## config.mk

```make
export PLATFORM = sky130hd
export DESIGN_NAME = sorted_key_list_insert_delete_flat
export DESIGN_NICKNAME = d
export VERILOG_FILES = /design/src/hw/rtl/skl_pkg.sv /design/src/hw/rtl/skl_in_if.sv /design/src/hw/rtl/skl_out_if.sv /design/src/hw/rtl/skl_datapath.sv /design/src/hw/rtl/skl_ctrl.sv /design/src/hw/rtl/sorted_key_list_insert_delete.sv /design/src/flat_wrapper.sv
export SDC_FILE = /design/constraint.sdc
export NUM_CORES = 1
export LEC_CHECK = 0
export BUFFER_PORTS_ARGS = -buffer_cell sky130_fd_sc_hd__buf_2
export CAP_MARGIN = 20
export CORE_MARGIN = 3
export CORE_UTILIZATION = 57
export DETAILED_ROUTE_END_ITERATION = 6
export PLACE_DENSITY = 0.87
export SLEW_MARGIN = 20
export SYNTH_ARGS = -nofsm -noshare
export SYNTH_HDL_FRONTEND = slang
export SYNTH_HIERARCHICAL = 1
export SYNTH_SLANG_ARGS = --single-unit
```

## constraint.sdc

```tcl
create_clock -name clk -period 3.1 [get_ports clk]
set_input_delay 0.465 -clock clk [delete_from_list [all_inputs] [get_ports clk]]
set_output_delay 0.465 -clock clk [all_outputs]
set_load 0.005 [all_outputs]
```

## src/hw/rtl/skl_pkg.sv

```systemverilog
// ----------------------------------------------------------------------------
// skl_pkg
// Shared constants, codes and controller/datapath types for the sorted key list.
// ----------------------------------------------------------------------------
package skl_pkg;

  localparam int CAPACITY = 16;
  localparam int KEY_W    = 16;
  localparam int HDL_W    = 16;
  localparam int STATUS_W = 3;
  localparam int ENTRY_W  = 5;
  localparam int CNT_W    = $clog2(CAPACITY + 1);

  // configuration port
  localparam int CFG_DATA_W = 32;
  localparam int CFG_ADDR_W = 2;
  localparam logic [CFG_ADDR_W-1:0] ADDR_HEAD_KEY = CFG_ADDR_W'(0);

  // operation codes
  localparam logic KIND_INSERT = 1'b0;
  localparam logic KIND_DELETE = 1'b1;

  typedef enum logic [STATUS_W-1:0] {
    ST_DONE         = 3'd0,
    ST_BELOW_HEAD   = 3'd1,
    ST_DUPLICATE    = 3'd2,
    ST_NOT_FOUND    = 3'd3,
    ST_FULL         = 3'd4,
    ST_HEAD_REFUSED = 3'd5
  } status_t;

  // controller -> datapath
  typedef struct packed {
    logic load;     // capture request
    logic compare;  // register per-cell compare flags
    logic ins;      // commit insert shift
    logic del;      // commit delete shift
  } dp_cmd_t;

  // datapath -> controller
  typedef struct packed {
    logic             kind;
    logic             below_head;
    logic             head_match;
    logic             found;
    logic             full;
    logic [CNT_W-1:0] count;
  } dp_sts_t;

endpackage

```

## src/hw/rtl/skl_in_if.sv

```systemverilog
// ----------------------------------------------------------------------------
// skl_in_if
// Request channel: insert/delete operations with key and record handle.
// ----------------------------------------------------------------------------
interface skl_in_if import skl_pkg::*; ();

  logic             valid;
  logic             ready;
  logic             kind;
  logic [KEY_W-1:0] key;
  logic [HDL_W-1:0] handle;

  modport source (output valid, output kind, output key, output handle, input ready);
  modport sink   (input valid, input kind, input key, input handle, output ready);

endinterface

```

## src/hw/rtl/skl_out_if.sv

```systemverilog
// ----------------------------------------------------------------------------
// skl_out_if
// Result channel: status code and entry count for each operation.
// ----------------------------------------------------------------------------
interface skl_out_if import skl_pkg::*; ();

  logic                valid;
  logic                ready;
  logic [STATUS_W-1:0] status;
  logic [ENTRY_W-1:0]  entry_count;

  modport source (output valid, output status, output entry_count, input ready);
  modport sink   (input valid, input status, input entry_count, output ready);

endinterface

```

## src/hw/rtl/skl_datapath.sv

```systemverilog
// ----------------------------------------------------------------------------
// skl_datapath
// Row of list cells with parallel key compare and one-slot shift on commit.
// ----------------------------------------------------------------------------
module skl_datapath import skl_pkg::*; (
  input  logic             clk,
  input  logic             rst_n,
  input  logic [KEY_W-1:0] head_key,
  input  logic             req_kind,
  input  logic [KEY_W-1:0] req_key,
  input  logic [HDL_W-1:0] req_handle,
  input  dp_cmd_t          cmd,
  output dp_sts_t          sts
);

  // request capture
  logic             kind_r;
  logic [KEY_W-1:0] key_r;
  logic [HDL_W-1:0] handle_r;

  // cells
  logic [KEY_W-1:0]    cell_key_r [CAPACITY];
  logic [HDL_W-1:0]    cell_hdl_r [CAPACITY];
  logic [KEY_W-1:0]    cell_key_nxt [CAPACITY];
  logic [HDL_W-1:0]    cell_hdl_nxt [CAPACITY];
  logic [CAPACITY-1:0] cell_vld_r, cell_vld_nxt;
  logic [CNT_W-1:0]    count_r, count_nxt;

  // neighbor views
  logic [KEY_W-1:0]    key_dn [CAPACITY];
  logic [HDL_W-1:0]    hdl_dn [CAPACITY];
  logic [KEY_W-1:0]    key_up [CAPACITY];
  logic [HDL_W-1:0]    hdl_up [CAPACITY];
  logic [CAPACITY-1:0] lt_dn, vld_dn, vld_up;

  // compare flags
  logic [CAPACITY-1:0] lt_now, eq_now;
  logic [CAPACITY-1:0] lt_r;
  logic                below_r, head_eq_r, found_r;

  always_ff @(posedge clk) begin
    if (cmd.load) begin
      kind_r   <= req_kind;
      key_r    <= req_key;
      handle_r <= req_handle;
    end
  end

  always_comb begin
    for (int i = 0; i < CAPACITY; i++) begin
      lt_now[i] = cell_vld_r[i] && (cell_key_r[i] < key_r);
      eq_now[i] = cell_vld_r[i] && (cell_key_r[i] == key_r);
    end
  end

  always_ff @(posedge clk) begin
    if (cmd.compare) begin
      lt_r      <= lt_now;
      found_r   <= |eq_now;
      below_r   <= key_r < head_key;
      head_eq_r <= key_r == head_key;
    end
  end

  // cell 0 sees the new request below it; the top cell sees an empty slot above
  always_comb begin
    key_dn[0] = key_r;
    hdl_dn[0] = handle_r;
    for (int i = 1; i < CAPACITY; i++) begin
      key_dn[i] = cell_key_r[i-1];
      hdl_dn[i] = cell_hdl_r[i-1];
    end
    for (int i = 0; i < CAPACITY - 1; i++) begin
      key_up[i] = cell_key_r[i+1];
      hdl_up[i] = cell_hdl_r[i+1];
    end
    key_up[CAPACITY-1] = cell_key_r[CAPACITY-1];
    hdl_up[CAPACITY-1] = cell_hdl_r[CAPACITY-1];
  end

  assign lt_dn  = {lt_r[CAPACITY-2:0], 1'b1};
  assign vld_dn = {cell_vld_r[CAPACITY-2:0], 1'b1};
  assign vld_up = {1'b0, cell_vld_r[CAPACITY-1:1]};

  // keys are strictly sorted, so lt_r is a prefix of ones: cells at or past the
  // insert/delete point shift, the rest hold
  always_comb begin
    cell_vld_nxt = cell_vld_r;
    count_nxt    = count_r;
    for (int i = 0; i < CAPACITY; i++) begin
      cell_key_nxt[i] = cell_key_r[i];
      cell_hdl_nxt[i] = cell_hdl_r[i];
      if (cmd.ins && !lt_r[i]) begin
        cell_key_nxt[i] = lt_dn[i] ? key_r : key_dn[i];
        cell_hdl_nxt[i] = lt_dn[i] ? handle_r : hdl_dn[i];
        cell_vld_nxt[i] = vld_dn[i];
      end else if (cmd.del && !lt_r[i]) begin
        cell_key_nxt[i] = key_up[i];
        cell_hdl_nxt[i] = hdl_up[i];
        cell_vld_nxt[i] = vld_up[i];
      end
    end
    if (cmd.ins) begin
      count_nxt = count_r + CNT_W'(1);
    end else if (cmd.del) begin
      count_nxt = count_r - CNT_W'(1);
    end
  end

  always_ff @(posedge clk) begin
    if (!rst_n) begin
      cell_vld_r <= '0;
      count_r    <= '0;
    end else begin
      cell_vld_r <= cell_vld_nxt;
      count_r    <= count_nxt;
    end
  end

  always_ff @(posedge clk) begin
    cell_key_r <= cell_key_nxt;
    cell_hdl_r <= cell_hdl_nxt;
  end

  always_comb begin
    sts.kind       = kind_r;
    sts.below_head = below_r;
    sts.head_match = head_eq_r;
    sts.found      = found_r;
    sts.full       = count_r == CNT_W'(CAPACITY);
    sts.count      = count_r;
  end

endmodule

```

## src/hw/rtl/skl_ctrl.sv

```systemverilog
// ----------------------------------------------------------------------------
// skl_ctrl
// Operation sequencer: capture, compare, decide and commit, result register.
// ----------------------------------------------------------------------------
module skl_ctrl import skl_pkg::*; (
  input  logic                clk,
  input  logic                rst_n,
  input  logic                in_valid,
  output logic                in_ready,
  output logic                out_valid,
  input  logic                out_ready,
  output logic [STATUS_W-1:0] out_status,
  output dp_cmd_t             cmd,
  input  dp_sts_t             sts
);

  typedef enum logic [1:0] {
    S_IDLE,
    S_CMP,
    S_EXEC
  } state_t;

  state_t  state_r;
  logic    out_valid_r;
  status_t status_r;
  status_t status_nxt;
  logic    do_ins, do_del;
  logic    out_free;

  assign out_free = !out_valid_r || out_ready;

  always_comb begin
    status_nxt = ST_DONE;
    do_ins     = 1'b0;
    do_del     = 1'b0;
    case (sts.kind)
      KIND_INSERT: begin
        if (sts.below_head) begin
          status_nxt = ST_BELOW_HEAD;
        end else if (sts.head_match || sts.found) begin
          status_nxt = ST_DUPLICATE;
        end else if (sts.full) begin
          status_nxt = ST_FULL;
        end else begin
          do_ins = 1'b1;
        end
      end
      KIND_DELETE: begin
        if (sts.head_match) begin
          status_nxt = ST_HEAD_REFUSED;
        end else if (!sts.found) begin
          status_nxt = ST_NOT_FOUND;
        end else begin
          do_del = 1'b1;
        end
      end
      default: begin
        status_nxt = ST_DONE;
      end
    endcase
  end

  assign in_ready = state_r == S_IDLE;

  always_comb begin
    cmd.load    = in_valid && in_ready;
    cmd.compare = state_r == S_CMP;
    cmd.ins     = (state_r == S_EXEC) && out_free && do_ins;
    cmd.del     = (state_r == S_EXEC) && out_free && do_del;
  end

  always_ff @(posedge clk) begin
    if (!rst_n) begin
      state_r     <= S_IDLE;
      out_valid_r <= 1'b0;
      status_r    <= ST_DONE;
    end else begin
      if (out_valid_r && out_ready) begin
        out_valid_r <= 1'b0;
      end
      case (state_r)
        S_IDLE: begin
          if (in_valid) begin
            state_r <= S_CMP;
          end
        end
        S_CMP: begin
          state_r <= S_EXEC;
        end
        S_EXEC: begin
          // hold the decision until the result register can take it
          if (out_free) begin
            status_r    <= status_nxt;
            out_valid_r <= 1'b1;
            state_r     <= S_IDLE;
          end
        end
        default: begin
          state_r <= S_IDLE;
        end
      endcase
    end
  end

  assign out_valid  = out_valid_r;
  assign out_status = status_r;

endmodule

```

## src/hw/rtl/sorted_key_list_insert_delete.sv

```systemverilog
// ----------------------------------------------------------------------------
// sorted_key_list_insert_delete
// Bounded key list sorted by ascending key behind a fixed, configurable head.
// ----------------------------------------------------------------------------
// Usage:
//   in_ch  carries one operation per transaction: kind (insert or delete), key
//          and the record handle stored with the key on insert.
//   out_ch returns one transaction per operation: a status code and the number
//          of stored entries after the operation, head excluded.
//   cfg_*  APB write/read of head_key at byte address 0; pready is always high.
// Sequence:
//   an operation is captured when it is accepted, then all cells are compared
//   with its key in a registered compare, then the commit step shifts the cells
//   at or past the insert/delete point by one slot when the operation is carried
//   out and loads the result register; the next operation is accepted after that.
// Stall:
//   the next operation is accepted while a result waits in the output register;
//   its commit holds until that result is taken.
// Reset:
//   rst_n clears the list to empty and head_key to zero; no clearing pass.
// ----------------------------------------------------------------------------
module sorted_key_list_insert_delete import skl_pkg::*; (
  input  logic                  clk,
  input  logic                  rst_n,
  skl_in_if.sink                in_ch,
  skl_out_if.source             out_ch,
  input  logic                  cfg_psel,
  input  logic                  cfg_penable,
  input  logic                  cfg_pwrite,
  input  logic [CFG_ADDR_W-1:0] cfg_paddr,
  input  logic [CFG_DATA_W-1:0] cfg_pwdata,
  output logic [CFG_DATA_W-1:0] cfg_prdata,
  output logic                  cfg_pready
);

  logic [KEY_W-1:0] head_key_r;
  logic             cfg_wr;
  dp_cmd_t          cmd;
  dp_sts_t          sts;

  assign cfg_pready = 1'b1;
  assign cfg_wr     = cfg_psel && cfg_penable && cfg_pwrite && cfg_pready;

  always_ff @(posedge clk) begin
    if (!rst_n) begin
      head_key_r <= '0;
    end else if (cfg_wr && (cfg_paddr == ADDR_HEAD_KEY)) begin
      head_key_r <= cfg_pwdata[KEY_W-1:0];
    end
  end

  assign cfg_prdata = (cfg_paddr == ADDR_HEAD_KEY) ? CFG_DATA_W'(head_key_r) : '0;

  skl_ctrl u_ctrl (
    .clk        (clk),
    .rst_n      (rst_n),
    .in_valid   (in_ch.valid),
    .in_ready   (in_ch.ready),
    .out_valid  (out_ch.valid),
    .out_ready  (out_ch.ready),
    .out_status (out_ch.status),
    .cmd        (cmd),
    .sts        (sts)
  );

  skl_datapath u_dp (
    .clk        (clk),
    .rst_n      (rst_n),
    .head_key   (head_key_r),
    .req_kind   (in_ch.kind),
    .req_key    (in_ch.key),
    .req_handle (in_ch.handle),
    .cmd        (cmd),
    .sts        (sts)
  );

  // count only changes together with a result load
  assign out_ch.entry_count = ENTRY_W'(sts.count);

  // one operation in flight: accept is followed by a busy cycle
  a_busy_after_accept: assert property (@(posedge clk) disable iff (!rst_n)
    (in_ch.valid && in_ch.ready) |=> !in_ch.ready)
    else $error("operation accepted while previous one still in progress");

  // a committed insert grows the list by one
  a_insert_count: assert property (@(posedge clk) disable iff (!rst_n)
    cmd.ins |=> (sts.count == $past(sts.count) + CNT_W'(1)))
    else $error("insert commit did not increment entry count");

  // commits never overwrite a result that has not been taken
  a_commit_out_free: assert property (@(posedge clk) disable iff (!rst_n)
    (cmd.ins || cmd.del) |-> (!out_ch.valid || out_ch.ready))
    else $error("commit while result register occupied");

  // the list never grows past its capacity
  a_count_bound: assert property (@(posedge clk) disable iff (!rst_n)
    sts.count <= CNT_W'(CAPACITY))
    else $error("entry count exceeds capacity");

endmodule
```

## src/flat_wrapper.sv

```systemverilog
// flat-port wrapper written by rule: the top's interface ports become plain ports
module sorted_key_list_insert_delete_flat import skl_pkg::*;
  (clk, rst_n, cfg_psel, cfg_penable, cfg_pwrite, cfg_paddr, cfg_pwdata, cfg_prdata, cfg_pready, in_ch_valid, in_ch_kind, in_ch_key, in_ch_handle, in_ch_ready, out_ch_valid, out_ch_status, out_ch_entry_count, out_ch_ready);
  skl_in_if in_ch_i ();
  skl_out_if out_ch_i ();
  input  logic clk;
  input  logic rst_n;
  input  logic cfg_psel;
  input  logic cfg_penable;
  input  logic cfg_pwrite;
  input  logic [CFG_ADDR_W-1:0] cfg_paddr;
  input  logic [CFG_DATA_W-1:0] cfg_pwdata;
  output logic [CFG_DATA_W-1:0] cfg_prdata;
  output logic cfg_pready;
  input wire logic [$bits(in_ch_i.valid)-1:0] in_ch_valid;
  input wire logic [$bits(in_ch_i.kind)-1:0] in_ch_kind;
  input wire logic [$bits(in_ch_i.key)-1:0] in_ch_key;
  input wire logic [$bits(in_ch_i.handle)-1:0] in_ch_handle;
  output wire logic [$bits(in_ch_i.ready)-1:0] in_ch_ready;
  output wire logic [$bits(out_ch_i.valid)-1:0] out_ch_valid;
  output wire logic [$bits(out_ch_i.status)-1:0] out_ch_status;
  output wire logic [$bits(out_ch_i.entry_count)-1:0] out_ch_entry_count;
  input wire logic [$bits(out_ch_i.ready)-1:0] out_ch_ready;
  assign in_ch_i.valid = in_ch_valid;
  assign in_ch_i.kind = in_ch_kind;
  assign in_ch_i.key = in_ch_key;
  assign in_ch_i.handle = in_ch_handle;
  assign in_ch_ready = in_ch_i.ready;
  assign out_ch_valid = out_ch_i.valid;
  assign out_ch_status = out_ch_i.status;
  assign out_ch_entry_count = out_ch_i.entry_count;
  assign out_ch_i.ready = out_ch_ready;
  sorted_key_list_insert_delete u_core (.clk(clk), .rst_n(rst_n), .in_ch(in_ch_i), .out_ch(out_ch_i), .cfg_psel(cfg_psel), .cfg_penable(cfg_penable), .cfg_pwrite(cfg_pwrite), .cfg_paddr(cfg_paddr), .cfg_pwdata(cfg_pwdata), .cfg_prdata(cfg_prdata), .cfg_pready(cfg_pready));
endmodule
```

Word-level counts from Yosys, hierarchy flattened
Cells that the tools add are included.
- bits in latches: 0
- logic and storage cells: 297
- memories kept: 0
- register bits: 335
- memory bits (writable): 0
- bits in read-only memories: 0
- output and inout port bits: 43
- bitwise logic cells: 1
- $lt $le $gt $ge: 17
- divide/modulo/power cells: 0
- equal/unequal tests: 22
- multiply operators: 0
- multiplexer cells: 99
- $add $sub $neg: 2
- shift operators: 0
- reductions and logical operators: 113
- operator list (operator ; count):
    $mux 16 ; 46
    $eq 16x16->1 ; 17
    $lt 16x16->1 ; 17
    $logic_and 1x1->1 ; 72
    $mux 1 ; 42
    $reduce_bool 2->1 ; 17
    $logic_not 1->1 ; 17
    $reduce_or 16->1 ; 1
    $mux 3 ; 4
    $mux 5 ; 2
    $mux 2 ; 3
    $pmux 2 s3 ; 1
    $pmux 3 s2 ; 1
    $add 5x1->5 const B ; 1
    $eq 5x5->1 const B ; 1
    $sub 5x1->5 const B ; 1
    $logic_not 2->1 ; 2
    $ne 2x2->1 const B ; 2
    $reduce_and 2->1 ; 2
    $eq 2x1->1 const B ; 1
    $eq 2x2->1 const B ; 1
    $logic_or 1x1->1 ; 2
    $not 1->1 ; 1

Logic depth before layout (Yosys ltp)
Gate-level depths: netlist (run 1).
- word-level depth: 8
- mapped depth: 14

By module
Netlist (run 1), hierarchy kept.
- by module, submodules not included (module ; area each (µm²) ; cells each ; sequential area each (µm²) ; times used):
    skl_datapath ; 20921.3 ; 1987 ; 9188.8 ; 1
    sorted_key_list_insert_delete ; 915.9 ; 107 ; 320.3 ; 1
    skl_ctrl ; 315.3 ; 35 ; 120.1 ; 1

Worst setup path before layout (run 1)
No wires, ideal clock.
- path type: register -> register
- from: register u_core.u_dp.head_eq_r
- to: register u_core.u_dp.count_r[4]
- slack: -0.018 ns
- arrival time: 2.990 ns
- cell stages (with the launch flop): 14
- setup time: 0.128 ns
- data required time: 2.972 ns
- period minus slack after synthesis: 3.118 ns
- cell sequence: edfxtp_1 buf_4 nor2_1 nand2_1 nor3_1 buf_6 buf_6 clkinv_1 ha_1 a21o_1 a21oi_1 mux2i_1 xor2_1 nor2_1
- RTL lines (element ; line ; source):
    start: declaration ; skl_datapath.sv:39 ; logic below_r, head_eq_r, found_r;
    start signal: assignment ; skl_datapath.sv:61 ; head_eq_r <= key_r == head_key;
    end signal: assignment ; skl_datapath.sv:116 ; count_r <= count_nxt;
    end: declaration ; skl_datapath.sv:27 ; logic [CNT_W-1:0] count_r, count_nxt;

Worst setup path after layout (run 1)
- from: register u_core.u_dp.key_r[8]
- to: register u_core.u_dp.found_r, data pin
- cells in the longest elaborated chain, start to end: 3
- elaborated cells between the ends (all ways): 33
- those cells by class: eq/ne: 16; reduce/logical: 17
- RTL lines (element ; line ; source):
    start: declaration ; skl_datapath.sv:18 ; logic [KEY_W-1:0] key_r;
    start signal: assignment ; skl_datapath.sv:44 ; key_r <= req_key;
    $eq 16x16->1 ; skl_datapath.sv:52 ; eq_now[i] = cell_vld_r[i] && (cell_key_r[i] == key_r);
    $logic_and 1x1->1 ; skl_datapath.sv:52 ;
    $reduce_or 16->1 (*) ; skl_datapath.sv:59 ; found_r <= |eq_now;
    end signal: assignment ; skl_datapath.sv:59 ;
    end: declaration ; skl_datapath.sv:39 ;
Every way passes the cells marked *; elsewhere a longest branch is shown, timed or not.
A chain may end at the register's enable or synchronous reset.

==> impl_metrics.yaml, run 1 <==
synthesis:
  synth_cells: 2129
  synth_area_um2: 22200
  synth_edf_count: 292
  yosysSeqAreaShare_pct: 43.5
  ys.flop_type: "edfxtp_1"
  ys_ff_latch: 335
  synth_area_per_cell_um2: 10.4
  ys_types: 63
  async_flop_share_pct: 0
  yosysWarningCount: 6
place:
  port_buffers: 67
  dp_hpwl_um: 46600
  globalplace.congestion: 0.976
  dpl.cell_count: 2684
setup_path:
  cp_max_fo: 8
  crit_type: "register to register"
  crit_arrival_ns: 3.22
  r2r_setup_slack_ns: 0.12
  reg2regPathDepth: 9
  cp_common_cell: "nand4_1"
  critPathLaunchType: "register"
  crit_required_ns: 3.34
  r2r-start: "u_core/u_dp/key_r[8]"
  crit_path_end_kind: "register"
  r2r_end: "u_core/u_dp/found_r"
  path_cells: "inv_1, buf_4, ha_1, nand2_1, or3_1, nor2_1, nand4_1, nand4_1, or4_1"
  crit_path_max_incr_delay_ns: 0.54
  crit_slowest_cell: "inv_1"
pwr:
  ir_drop_mv: 0.495
  power_density_nw_per_um2: 426
  p_leak_nw: 10.7
run_status:
  status: "completed"
drt:
  routedWlPerCell_um: 23.7
  via_per_inst: 6.60
  wirelength_um: 65100
  first_iter_violations: 2623
  drc: 0
  vias: 18157
  drt_pass1_iterations: 6
  ant_nets: 0
cells_and_area:
  area_growth_pct: 10.5
  drive_above_1_share_pct: 11.2
  instances_no_fill: 2750
  diodes: 0
  fill_cells: 2818
  utilization_pct: 64.4
  nets: 2562
  most-common-layout-cells: "nand2_1, edfxtp_1, ha_1"
  final_common_cell: "nand2_1"
clock_tree:
  numCtsBuffers: 37
  cts_resized: 0
  cts.sinks: 335
  clk_pin_slew_worst_paths_ns: 0.06
  tritoncts: "done"
  clk_path_buf_depth: 3
  post_cts_buffers: 0
  cts_max_level: 2
  holdBufCountCts: 0
  clk_latency_ns: 0.55
  cts_root_buf: "clkbuf_16"
floorplan:
  die-height_um: 203
  die_w_um: 203
  start_util_pct: 58.3
  core_um2: 38000
  ioPinCount: 117
  fp.dieArea_um2: 41300
  rows: 71
grt:
  grt_max_degree: 43
  grt-ovfl-total: 0
  grt_pass1_wl_um: 100000
  grt_usage_pct: 31.1
  grt_pass1_vias: 18043
  antenna_found_initial: 2
run:
  cap_violations: 0
sta:
  max-slew-margin-rel_pct: 37.0
  rsz0062_at_grt: "false"
  fmax_ghz: 0.336
  setup_viol: 0
  period_share_pct: 96.0
  fin_tns_setup_ns: 0
  hold_viol: 0
  fin_worst_skew_ns: 0.0282
  period_needed_ns: 2.98
  slew_violations: 0
  tightestPinTransition_ns: 0.945
min_path:
  whs_path_depth: 1
  hold_path_end: "u_core/u_dp/key_r[9]"
  hp-class: "primary input to register"
  hp-start: "in_ch_key[9]"
==> cells in the mapped netlist (all sizes together) (2+ instances only) <==
library cell | instances | area [µm²]
a21oi | 77 | 385
o221a | 6 | 67.6
o211ai | 4 | 30.0
xor2 | 2 | 17.5
a211oi | 15 | 118
o2111ai | 2 | 17.5
a31oi | 2 | 12.5
a2111oi | 2 | 18.8
conb | 2 | 7.51
inv | 56 | 210
dfxtp | 43 | 861
clkbuf | 75 | 282
a21o | 55 | 413
nand2b | 25 | 164
mux2 | 15 | 169
nor2 | 77 | 294
mux2i | 249 | 2490
or2 | 2 | 12.5
nor4 | 3 | 18.8
ha | 275 | 3440
o311ai | 3 | 33.8
and4 | 3 | 28.8
buf | 57 | 379
o21a | 17 | 128
nand3 | 10 | 50.1
o21ai | 277 | 1390
a221oi | 2 | 17.5
nor2b | 32 | 208
a2bb2oi | 6 | 52.6
edfxtp | 292 | 8770
and3 | 16 | 100
or3 | 2 | 12.5
nand3b | 3 | 22.5
nand4 | 60 | 375
nand2 | 297 | 1110
o22ai | 3 | 18.8
nand4b | 9 | 78.8
and2 | 18 | 123
nor3 | 25 | 125
==> through the flow <==
| stage | power, mW | cell area [µm²] | hold slack (ns) | worst slack (ns) |
|---|---|---|---|---|
| after global routing | 10.7 | 24500 | 0.0825 | 0.113 |
| after CTS | 10.4 | 24500 | 0.0766 | 0.262 |
| after floorplan | 5.72 | 22200 | 0.443 | 0.246 |
| final | 10.4 | 24500 | 0.0939 | 0.123 |
| after global placement | 6.05 | 23300 | 0.463 | 0.315 |
| after detailed placement | 6.12 | 23300 | 0.468 | 0.291 |
==> report_power, final <==
group          leakage, nW  switching [mW]  total [mW]  internal (mW)
Sequential            3.00          0.0553        4.97           4.91
Combinational         7.15           0.699        1.12          0.423
Clock                0.571            1.78        4.33           2.54
==> worst max-delay path: cells and delay by family (launching register included) <==
family / cells / cell delay, ns
adders and majority gates: 1 / 0.25
DFF: 1 / 0.38
buffers and inverters: 2 / 0.81
and+or+nand+nor: 6 / 1.22
==> cell type report <==
| cell class | count | area [µm²] | share of cell area (%) |
|---|---|---|---|
| flip-flops and latches | 335 | 9630 | 39.3 |
| clock inverters | 17 | 154 | 0.629 |
| clock buffers | 49 | 1010 | 4.14 |
| well taps | 511 | 639 | 2.61 |
| multi-input cells | 1620 | 11700 | 47.9 |
| inverters | 57 | 214 | 0.874 |
| repair buffers | 161 | 1100 | 4.51 |
==> how the worst max path moves through the flow <==
stage	startpoint	slack (ns)	endpoint	depth (start not counted)
global placement	u_core/u_dp/key_r[8]	0.32	u_core/u_dp/found_r	9
floorplan	out_ch_ready	0.25	u_core/u_dp/count_r[4]	12
detailed placement	u_core/u_dp/key_r[8]	0.29	u_core/u_dp/found_r	9
global route	u_core/u_dp/key_r[8]	0.11	u_core/u_dp/found_r	8
CTS	u_core/u_dp/key_r[8]	0.26	u_core/u_dp/found_r	9
finish	u_core/u_dp/key_r[8]	0.12	u_core/u_dp/found_r	9
==> metal layers <==
metal / track usage, % / routed length, µm / vias up
li1: - / - / 8024
met1: 40.4 / 23800 / 8522
met2: 48.8 / 28800 / 1294
met3: 7.68 / 8910 / 313
met4: 15.4 / 3600 / 4
met5: 0 / 24 / -
==> cells by family (layout without fill, tap and decap cells) <==
family | Yosys count | count (layout) | synth area share, %
AND/OR/NAND/NOR | 585 | 585 | 12.4
adder cells (fa/ha/maj) | 276 | 276 | 15.6
other | 2 | 17 | 0.0339
multiplexers | 264 | 264 | 12.0
flip-flops | 335 | 335 | 43.5
buffers and inverters | 189 | 284 | 3.95
AO/OA/AOI/OAI | 475 | 475 | 12.4
XOR/XNOR | 3 | 3 | 0.119
==> sequential cells by signal (all words and copies together) (netlist names), 2 cells and up <==
name,count
u_core/u_dp/cell_key_r,256
u_core/u_dp/count_r,5
u_core/u_ctrl/out_status,3
u_core/u_dp/lt_r,16
u_core/head_key_r,16
u_core/u_dp/cell_vld_r,16
u_core/u_ctrl/state_r,2
u_core/u_dp/key_r,16
Note: power is estimated with default switching activity, not from simulation.
==> inputs of run 2 (changes only) <==
- CORE_MARGIN: 3 -> 1
- CORE_UTILIZATION: 57 -> 63
- PLACE_DENSITY: 0.87 -> 0.91
- clock period: 3.1 -> 3.3 ns (I/O delays scaled with it)
==> impl_metrics.yaml, run 2 (synthesized netlist as in run 1, its figures left out) <==
setup_path:
  crit_slowest_cell: "nor2_2"
  r2r_setup_slack_ns: 0.29
  r2r_end: "u_core/u_dp/cell_vld_r[3]"
  r2r-start: "u_core/u_dp/count_r[0]"
  reg2regPathDepth: 10
  crit_path_end_kind: "register"
  critPathLaunchType: "register"
  crit_arrival_ns: 3.38
  crit_type: "register to register"
  cp_common_cell: "nor2_1"
  crit_required_ns: 3.67
  path_cells: "inv_1, nand3_1, nor3_1, nor3_2, buf_12, nor2_2, nor2_1, buf_4, nor2_1, a211oi_1"
  cp_max_fo: 17
  crit_path_max_incr_delay_ns: 0.72
min_path:
  hp-class: "primary input to register"
  whs_path_depth: 1
  hp-start: "in_ch_key[0]"
  hold_path_end: "u_core/u_dp/key_r[0]"
pwr:
  switching_share_pct: 25.6
  p_leak_nw: 10.7
  p_sw_mw: 2.49
  intPower_mw: 7.24
  p_clk_share_pct: 41.0
  p_seq_share_pct: 47.9
  ir_drop_mv: 0.449
  power_density_nw_per_um2: 400
  power.total_mw: 9.74
  comb_power_share_pct: 11.1
drt:
  drc: 11
  routedWlPerCell_um: 25.3
  first_iter_violations: 2845
  wirelength_um: 68200
  ant_nets: 0
  vias: 18826
  via_per_inst: 6.98
  drt_pass1_iterations: 7
floorplan:
  rows: 68
  start_util_pct: 64.1
  fp.dieArea_um2: 35900
  die_w_um: 190
  die-height_um: 190
  ioPinCount: 117
  core_um2: 34500
cells_and_area:
  final_common_cell: "nand2_1"
  instances_no_fill: 2699
  drive_above_1_share_pct: 11.7
  utilization_pct: 70.5
  nets: 2565
  most-common-layout-cells: "nand2_1, edfxtp_1, ha_1"
  regMostFlops: "u_core/u_dp/cell_key_r"
  area_growth_pct: 9.96
  largest_register_ffs: 256
  multi_input_area_um2: 11700
  seqCellArea_um2: 9630
  fill_cells: 2209
sta:
  setup_viol: 0
  period_needed_ns: 3.01
  max-slew-margin-rel_pct: 34.1
  fin_worst_skew_ns: 0.0232
  period_share_pct: 91.2
  slew_violations: 0
  fin_tns_setup_ns: 0
  rsz0062_at_grt: "false"
  hold_viol: 0
  tightestPinTransition_ns: 0.987
  fmax_ghz: 0.332
  finalWorstSetupSlack_ns: 0.291
place:
  pre_cts_ws_ns: 0.427
  port_buffers: 67
  dp_hpwl_um: 47200
  dpl.cell_count: 2632
  globalplace.congestion: 1.01
clock_tree:
  cts_root_buf: "clkbuf_16"
  cts_resized: 0
  clk_pin_slew_worst_paths_ns: 0.06
  clk_path_buf_depth: 3
  cts.sinks: 335
  holdBufCountCts: 0
  numCtsBuffers: 36
  cts_max_level: 2
  post_cts_buffers: 0
  clk_latency_ns: 0.54
  tritoncts: "done"
run:
  cap_violations: 0
grt:
  antenna_found_initial: 2
  grt-ovfl-total: 0
  grt_max_degree: 43
  grt_usage_pct: 37.8
  grt_pass1_vias: 18580
  grt_pass1_wl_um: 104000
run_status:
  status: "finished with violations"
  failed_checks: "DRC"
==> run 2: worst max-delay path: cells and delay by family, from the launching register on <==
kind                   cells  cell delay (ns)
DFF                        1             0.33
AOI/OAI and AO/OA          1             0.06
and+or+nand+nor            6             1.81
buffers and inverters      3             0.63
==> run 2: cell type report <==
cell class                      instances  area share [%]
Tap cell                              455            2.34
Clock buffer                           52            4.31
Sequential cell                       335            39.5
Timing Repair Buffer                  165            4.45
Inverter                               57           0.878
Multi-Input combinational cell       1620            48.1
Clock inverter                         14           0.396
Antenna cell                            1          0.0103
==> run 2: per-stage QoR <==
| stage | cell area [µm²] | hold slack (ns) |
|---|---|---|
| finish | 24400 | 0.123 |
| global route | 24400 | 0.117 |
| CTS | 24400 | 0.120 |
| detailed placement | 23200 | 0.467 |
| global placement | 23200 | 0.454 |
| floorplan | 22200 | 0.443 |
==> run 2: metal layers <==
layer	vias up	GRT usage [%]	wire, µm
met3	369	10.2	10300
met4	2	20.5	4230
li1	8024	-	-
met5	-	0	13
met2	1591	58.7	29900
met1	8840	48.0	23700
==> run 2: how the worst max path moves through the flow <==
stage / startpoint / endpoint / slack (ns) / cells after the start
2_1_floorplan: out_ch_ready / u_core/u_dp/count_r[4] / 0.15 / 12
3_3_place_gp: u_core/u_dp/key_r[11] / u_core/u_dp/found_r / 0.53 / 8
3_5_place_dp: u_core/u_dp/key_r[11] / u_core/u_dp/found_r / 0.43 / 9
4_1_cts: u_core/u_dp/count_r[0] / u_core/u_dp/cell_vld_r[4] / 0.41 / 10
5_1_grt: u_core/u_dp/count_r[0] / u_core/u_dp/cell_vld_r[3] / 0.23 / 10
6_report: u_core/u_dp/count_r[0] / u_core/u_dp/cell_vld_r[3] / 0.29 / 10
==> run 2: power groups by stage <==
stage	combinational, mW	sequential (mW)	clock (mW)
2_1_floorplan	0.634	4.74	0
3_3_place_gp	0.925	4.74	0
3_5_place_dp	0.998	4.75	0
4_1_cts	1.02	4.66	3.98
5_1_grt	1.14	4.66	4.15
6_report	1.08	4.66	4.00
